## config.mk

```make
export PLATFORM = sky130hd
export DESIGN_NAME = ecsf_ctrl
export DESIGN_NICKNAME = d
export VERILOG_FILES = /design/src/ecsf_pkg.sv /design/src/ecsf_ctrl.sv
export SDC_FILE = /design/constraint.sdc
export NUM_CORES = 1
export LEC_CHECK = 0
export ABC_CLOCK_PERIOD_IN_PS = 4100
export BUFFER_PORTS_ARGS = -buffer_cell sky130_fd_sc_hd__clkbuf_2
export CAP_MARGIN = 5
export CORE_AREA = 2 2 130 107
export CTS_BUF_LIST = sky130_fd_sc_hd__clkbuf_8
export CTS_CLUSTER_DIAMETER = 80
export DETAILED_ROUTE_END_ITERATION = 16
export DIE_AREA = 0 0 132 109
export PLACE_DENSITY_LB_ADDON = 0.2
export SYNTH_ARGS = -nofsm -noshare
export SYNTH_HDL_FRONTEND = slang
export SYNTH_SLANG_ARGS = --single-unit
```

## constraint.sdc

```tcl
create_clock -name clk -period 4.1 [get_ports clk]
set_input_delay 1.025 -clock clk [delete_from_list [all_inputs] [get_ports clk]]
set_output_delay 1.025 -clock clk [all_outputs]
set_load 0.01 [all_outputs]
```

## src/ecsf_pkg.sv

```systemverilog
// Shared types and constants for the edge-clocked sample FIFO.
// No dependencies; used by the interfaces, ecsf_ctrl and the top level.
`default_nettype none

package ecsf_pkg;

  localparam int WORD_W     = 64;
  localparam int OCC_W      = 11;
  localparam int UNDERRUN_W = 31;
  localparam int CFG_IDX_W  = 1;
  localparam int CFG_DATA_W = 11;

  localparam logic [CFG_IDX_W-1:0]  REG_DEPTH_IN_USE    = 1'd0;
  localparam logic [CFG_IDX_W-1:0]  REG_READ_CLOCK_MODE = 1'd1;
  localparam logic [CFG_DATA_W-1:0] DEPTH_IN_USE_RST    = 11'd1024;

  localparam logic [UNDERRUN_W-1:0] UNDERRUN_MAX = {UNDERRUN_W{1'b1}};

  typedef enum logic {
    OP_PUSH = 1'b0,
    OP_TICK = 1'b1
  } op_t;

  typedef enum logic [1:0] {
    MODE_FREE = 2'd0,
    MODE_FALL = 2'd1,
    MODE_RISE = 2'd2,
    MODE_ANY  = 2'd3
  } clk_mode_t;

  // per-item status produced by the control logic, held in the result stage
  typedef struct packed {
    logic                  accepted;
    logic                  sample_valid;
    logic [OCC_W-1:0]      occupancy;
    logic                  is_empty;
    logic [UNDERRUN_W-1:0] underrun_count;
  } status_t;

endpackage

`default_nettype wire

```

## src/ecsf_ctrl.sv

```systemverilog
// FIFO control: config registers, ring pointers, fill count, edge history,
// underrun counter and per-item status. Depends on ecsf_pkg.
`default_nettype none

module ecsf_ctrl #(
  parameter int DEPTH = 1024,
  parameter int AW    = $clog2(DEPTH),
  parameter int CW    = $clog2(DEPTH + 1)
) (
  input  wire logic                                clk,
  input  wire logic                                rst_n,
  input  wire logic                                item_fire,
  input  wire logic                                op,
  input  wire logic                                read_enable,
  input  wire logic                                strobe_req,
  input  wire logic                                cfg_we,
  input  wire logic [ecsf_pkg::CFG_IDX_W-1:0]      cfg_index,
  input  wire logic [ecsf_pkg::CFG_DATA_W-1:0]     cfg_data,
  output logic                                     wr_en,
  output logic      [AW-1:0]                       wr_addr,
  output logic                                     rd_en,
  output logic      [AW-1:0]                       rd_addr,
  output ecsf_pkg::status_t                        status
);

  localparam int OW = ecsf_pkg::OCC_W;
  localparam int UW = ecsf_pkg::UNDERRUN_W;
  localparam logic [AW-1:0] LAST_IDX  = AW'(DEPTH - 1);
  localparam logic [CW-1:0] DEPTH_CNT = CW'(DEPTH);

  logic [ecsf_pkg::CFG_DATA_W-1:0] depth_r;
  ecsf_pkg::clk_mode_t             mode_r;
  logic [AW-1:0]                   wptr_r, wptr_nxt;
  logic [AW-1:0]                   rptr_r, rptr_nxt;
  logic [CW-1:0]                   fill_r, fill_nxt;
  logic [1:0]                      hist_r, hist_nxt;
  logic [UW-1:0]                   underrun_r, underrun_nxt;
  logic                            push_ok;
  logic                            fire;

  always_ff @(posedge clk) begin
    if (!rst_n) begin
      depth_r <= ecsf_pkg::DEPTH_IN_USE_RST;
      mode_r  <= ecsf_pkg::MODE_FREE;
    end else if (cfg_we) begin
      case (cfg_index)
        ecsf_pkg::REG_DEPTH_IN_USE:    depth_r <= cfg_data;
        ecsf_pkg::REG_READ_CLOCK_MODE: mode_r  <= ecsf_pkg::clk_mode_t'(cfg_data[1:0]);
        default: ;
      endcase
    end
  end

  always_ff @(posedge clk) begin
    if (!rst_n) begin
      wptr_r     <= '0;
      rptr_r     <= '0;
      fill_r     <= '0;
      hist_r     <= '0;
      underrun_r <= '0;
    end else begin
      wptr_r     <= wptr_nxt;
      rptr_r     <= rptr_nxt;
      fill_r     <= fill_nxt;
      hist_r     <= hist_nxt;
      underrun_r <= underrun_nxt;
    end
  end

  // limit is min(depth in use, DEPTH)
  assign push_ok = (fill_r < DEPTH_CNT) && (32'(fill_r) < 32'(depth_r));

  always_comb begin
    wptr_nxt     = wptr_r;
    rptr_nxt     = rptr_r;
    fill_nxt     = fill_r;
    hist_nxt     = hist_r;
    underrun_nxt = underrun_r;
    wr_en        = 1'b0;
    rd_en        = 1'b0;
    fire         = 1'b0;
    status.accepted     = 1'b0;
    status.sample_valid = 1'b0;

    if (item_fire) begin
      if (op == ecsf_pkg::OP_PUSH) begin
        if (push_ok) begin
          wr_en           = 1'b1;
          wptr_nxt        = (wptr_r == LAST_IDX) ? '0 : wptr_r + 1'b1;
          fill_nxt        = fill_r + 1'b1;
          status.accepted = 1'b1;
        end
      end else if (read_enable) begin
        hist_nxt = {hist_r[0], strobe_req};
        case (mode_r)
          ecsf_pkg::MODE_FREE: fire = 1'b1;
          ecsf_pkg::MODE_FALL: fire = (hist_nxt == 2'b10);
          ecsf_pkg::MODE_RISE: fire = (hist_nxt == 2'b01);
          ecsf_pkg::MODE_ANY:  fire = hist_nxt[1] ^ hist_nxt[0];
          default:             fire = 1'b0;
        endcase
        if (fire) begin
          if (fill_r == '0) begin
            if (underrun_r != ecsf_pkg::UNDERRUN_MAX) begin
              underrun_nxt = underrun_r + 1'b1;
            end
          end else begin
            rd_en               = 1'b1;
            rptr_nxt            = (rptr_r == LAST_IDX) ? '0 : rptr_r + 1'b1;
            fill_nxt            = fill_r - 1'b1;
            status.sample_valid = 1'b1;
          end
        end
      end
    end

    status.occupancy      = OW'(fill_r);
    status.is_empty       = (fill_r == '0);
    status.underrun_count = underrun_nxt;
  end

  assign wr_addr = wptr_r;
  assign rd_addr = rptr_r;

  a_fill_bound: assert property (@(posedge clk) disable iff (!rst_n)
    fill_r <= DEPTH_CNT)
    else $error("fill count above ring depth");

  a_fill_step: assert property (@(posedge clk) disable iff (!rst_n)
    1'b1 |=> (fill_r == $past(fill_r)) || (fill_r == $past(fill_r) + 1'b1) ||
             (fill_r == $past(fill_r) - 1'b1))
    else $error("fill count moved by more than one");

  a_underrun_mono: assert property (@(posedge clk) disable iff (!rst_n)
    1'b1 |=> (underrun_r == $past(underrun_r)) ||
             (underrun_r == $past(underrun_r) + 1'b1))
    else $error("underrun counter not monotonic");

endmodule

`default_nettype wire

```

# Word level (Yosys, flattened, before mapping)
# Cells that the tools add are included.
totals:
  word_cells: 65
  register_bits: 76
  inputBits: 19
classes:
  magnitude_cmp: 2
  n_bitwise: 4
  reduce_logical: 10
  eq_ne: 11
  muxes: 26
  add_sub_neg: 5
ops:
  columns: ["cell", "count"]
  rows:
  - ["31-bit two-way mux", 6]
  - ["11-bit two-way mux", 5]
  - ["31-bit by 1-bit adder with 31-bit output (second input constant)", 1]
  - ["31-bit inequality test (second input constant)", 1]
  - ["10-bit by 1-bit adder with 10-bit output (second input constant)", 2]
  - ["10-bit == test (second input constant)", 2]
  - ["10-bit two-way mux", 2]
  - ["11-bit by 1-bit adder with 11-bit output (second input constant)", 1]
  - ["11-bit zero test", 1]
  - ["11-bit < comparator", 1]
  - ["11-bit < comparator (second input constant)", 1]
  - ["1-bit two-way mux", 11]
  - ["11-bit by 1-bit subtractor with 11-bit output (second input constant)", 1]
  - ["5-bit AND reduction", 2]
  - ["2-bit == test (second input constant)", 3]
  - ["3-bit AND reduction", 2]
  - ["2-bit by 1-bit == test with 1-bit output (second input constant)", 2]
  - ["2-bit by 1-bit inequality test with 1-bit output (second input constant)", 2]
  - ["1-bit case mux with 4 select lines", 1]
  - ["2-bit AND reduction", 2]
  - ["1-bit inverter", 3]
  - ["2-bit zero test", 1]
  - ["2-bit two-way mux", 1]
  - ["2-bit inequality test (second input constant)", 1]
  - ["other kinds (3)", 3]

# Longest topological paths before layout
depth:
  word_depth: 9
  mapped_depth: 9
  mapped_depth_nobuf: 9

# Least setup slack after synthesis
# Ideal clock, no wire load.
synth_timing:
  path_kind: "input to output"
  start: "in op"
  end: "out status[27] (netlist name)"
  slack_ns: 0.434
  arrival_time_ns: 2.641
  path_buffers: 2
  required_time_ns: 3.075
  path_stages: 8
  cell_sequence: "buf_2 > and3_1 > clkbuf_1 > and3_1 > o311a_1 > nand4_4 > nor4_2 > xor2_1"
synth_rtl:
  columns: ["item", "line_no", "source"]
  rows:
  - ["start: declaration", "ecsf_ctrl.sv:13", "input wire logic op,"]
  - ["end: declaration", "ecsf_ctrl.sv:23", "output ecsf_pkg::status_t status"]

==> metrics.md <==
| Metric | Value |
|---|---|
| Nets | 678 |
| # DRC | 0 |
| Logic pwr share | 0.270 |
| Reg2reg path depth | 9 |
| Die area | 0.0144 mm² |
| Synth top cells by count | 76 x dfxtp_1, 61 x nand2_1, 39 x a21oi_1 |
| Critical path launch point | underrun_r[0]$_SDFF_PN0_ |
| Max clock buf depth | 2 |
| Ant. Diodes | 0 |
| Die Wd | 132 µm |
| Mapped Area | 0.00448 mm² |
| Placer Congestion | 0.868 |
| Peak supply drop | 149 µV |
| DR WL/cell | 14.4 µm |
| Max-slew violation count | 0 |
| Sink Count | 76 |
| Fin crit period | 3.82 ns |
| First-pass GRT wire length | 19600 µm |
| R2R setup slack | 1.39 ns |
| Final Skew | 0.0109 ns |
| Fmax | 262 MHz |
| Reg2Reg Capture Point | rd_addr[9]$_SDFFE_PN0P_ |
| Antenna Nets Post-Route | 0 |
| Async set or reset register ratio after synthesis | 0 |
| Final Routed Wirelength | 11800 µm |
| Worst-Skew Late Latency | 0.35 ns |
| Initial drt markers | 223 |
| Reg power frac | 0.422 |
| Final Core Density | 0.406 |
| CP endpoint | status[27] |
| Distinct cells, synth | 61 |
| Critical Path AT | 2.79 ns |
| Area contributors post-synth | dfxtp_1 34%, ha_1 7.0%, nand2_1 5.1%, xnor2_1 4.7%, xor2_1 4.7% |
| Sw Ratio | 0.332 |
| Initial antenna violation count | 0 |
| Count leader, synth | dfxtp_1 |
| Dpl hpwl | 9190 µm |
| Max Fanout on Critical Path | 6 |
| Synth top area share | 0.340 |
| Final Power | 1950 µW |
| Total track usage | 0.171 |
| Starting Density | 0.340 |
| CTS tree | done |
| Setup violators final | 0 |
| Row count | 38 |
| Vias per inst | 5.02 |
| Largest net degree at the start of global routing | 37 |
| Synth Flop Type | dfxtp_1 |
| Pre-antenna DRT Iters | 4 |
| CTS buffer count | 9 |
| Nature of the critical path startpoint | register |
| Data required, critical path | 3.07 ns |
| Chip Height | 109 µm |
| Post-synth EDFFs | 0 |
| Hold Slack | 0.457 ns |
| Clock slew at reported path FFs | 0.08 ns |
| I/O pin cnt | 86 |
| Area leader, netlist | dfxtp_1 |
| Leakage | 0.00226 µW |
| Final non-filler cell total | 818 |
| IO buf count | 85 |
| Grt ovf | 0 |
| Area Overhead vs Synth | 19.5% |
| FF+latch count, synth | 76 |
| Synth Warn # | 0 |
| Pwr Density | 364 mW/mm² |
| Vias | 4110 |
| Slew @ Worst Pin | 0.846 ns |
| Layout cells sized above 1 | 0.197 |
| Fin Setup TNS | 0 ns |
| H-tree depth | 3 |
| Worst Setup End Kind | output pin |
| Max Cap Viol | 0 |
| Post-Syn Nets | 591 |
| Final Hold Fails | 0 |
| RSZ-0062 raised after global routing | false |
| Root buf cell | clkbuf_8 |
| Placed Cells | 802 |
| Status | finished clean |
| Slew HR | 0.436 |
| Critical path class | register to output pin |
| Syn_area_per_cell | 8.20 µm² |
| P_sw | 646 µW |
| Worst hold path class | register to register |
| Worst reg2reg startpoint | mode_r[1]$_SDFFE_PN0P_ |
| Core region area | 0.0132 mm² |
| Mapped Cells | 546 |
| Post-route clock period utilization | 0.931 |
| Internal | 1300 µW |
| Seq/Total Area, Yosys | 0.340 |
| Hold Buf Count CTS | 0 |
| Vias in the first global route | 3803 |
| Clock power frac | 0.308 |
## critical path, stage by stage, from the launching register on
cell and delay, ns:
dfxtp_1 0.37, ha_1 0.32, inv_1 0.10, or4_1 0.64
or3_4 0.47, nand4_4 0.16, nor4_2 0.07, xor2_1 0.16
clkbuf_2 0.16
## area by class of cell
type                            count  area (µm²)
Multi-Input combinational cell    427        2790
Fill cell                        1418        7820
Tap cell                          180         225
Clock inverter                      4        47.5
Clock buffer                       12         165
Sequential cell                    76        1520
Inverter                           23        88.8
Timing Repair Buffer               96         508
## power by group through the flow
stage               sequential, µW  clock (µW)  combinational (µW)
finish                         821         600                 526
global route                   826         663                 597
CTS                            821         630                 519
detailed placement             837           0                 518
global placement               837           0                 506
floorplan                      835           0                 352
## metrics by stage
step | worst slack (ns) | instance area [µm²]
after floorplan | 0.434 | 4480
after global placement | 0.382 | 5120
after detailed placement | 0.295 | 5120
after CTS | 0.0792 | 5340
after global routing | 0.0346 | 5350
final | 0.281 | 5350
## cell families (layout without fill, tap and decap cells)
group,count (synthesis),after routing,synth area share
DFF,76,76,0.340
and+or+nand+nor,252,252,0.303
xor gates and xnor gates,48,48,0.0939
muxes,8,8,0.0193
buffers and inverters,43,135,0.0386
AOI/OAI and AO/OA,93,93,0.131
adders and majority gates,26,26,0.0744
## registers in the layout, indices dropped and copies added (netlist names)
name and flops:
depth_r 11, mode_r 2, fill_r 11, underrun_r 31, hist_r 1, wr_addr 10, rd_addr 10
## layout by cell type, fill, tap and decap left out, types with 6 or more instances in the layout
| cell type | Yosys | layout |
|---|---|---|
| a21oi_1 | 39 | 39 |
| and2_1 | 31 | 31 |
| and3_1 | 8 | 8 |
| buf_4 | 2 | 11 |
| clkbuf_2 | 0 | 85 |
| clkbuf_8 | 0 | 12 |
| dfxtp_1 | 76 | 76 |
| ha_1 | 25 | 25 |
| inv_1 | 21 | 22 |
| mux2i_1 | 6 | 6 |
| nand2_1 | 61 | 61 |
| nand3_1 | 32 | 31 |
| nand4_1 | 20 | 20 |
| nor2_1 | 34 | 34 |
| nor2b_1 | 6 | 6 |
| nor3_1 | 14 | 13 |
| nor4_1 | 13 | 13 |
| o21ai_0 | 21 | 21 |
| xnor2_1 | 24 | 24 |
| xor2_1 | 24 | 24 |
## how the worst min path moves through the flow
stage / startpoint / to / slack, ns / depth (start not counted)
global route: depth_r[9]$_SDFFE_PN0P_ / depth_r[9]$_SDFFE_PN0P_ / 0.47 / 2
global placement: depth_r[7]$_SDFFE_PN0P_ / depth_r[7]$_SDFFE_PN0P_ / 0.44 / 2
floorplan: depth_r[0]$_SDFFE_PN0P_ / depth_r[0]$_SDFFE_PN0P_ / 0.43 / 2
CTS: depth_r[2]$_SDFFE_PN0P_ / depth_r[2]$_SDFFE_PN0P_ / 0.46 / 2
detailed placement: depth_r[2]$_SDFFE_PN0P_ / depth_r[2]$_SDFFE_PN0P_ / 0.45 / 2
finish: depth_r[7]$_SDFFE_PN0P_ / depth_r[7]$_SDFFE_PN0P_ / 0.46 / 2
## repair_timing
| item | in CTS | in global routing |
|---|---|---|
| endpoints found under the setup margin | 0 | 6 |
| gates resized for setup | 0 | 3 |
| setup buffers | 0 | 0 |
## routing by layer
layer  global-route usage  share of wire
met1                0.252           0.52
met2                0.247           0.42
met3               0.0372          0.039
met4               0.0528          0.017
met5                    0              0
(Power assumes the default switching activity.)
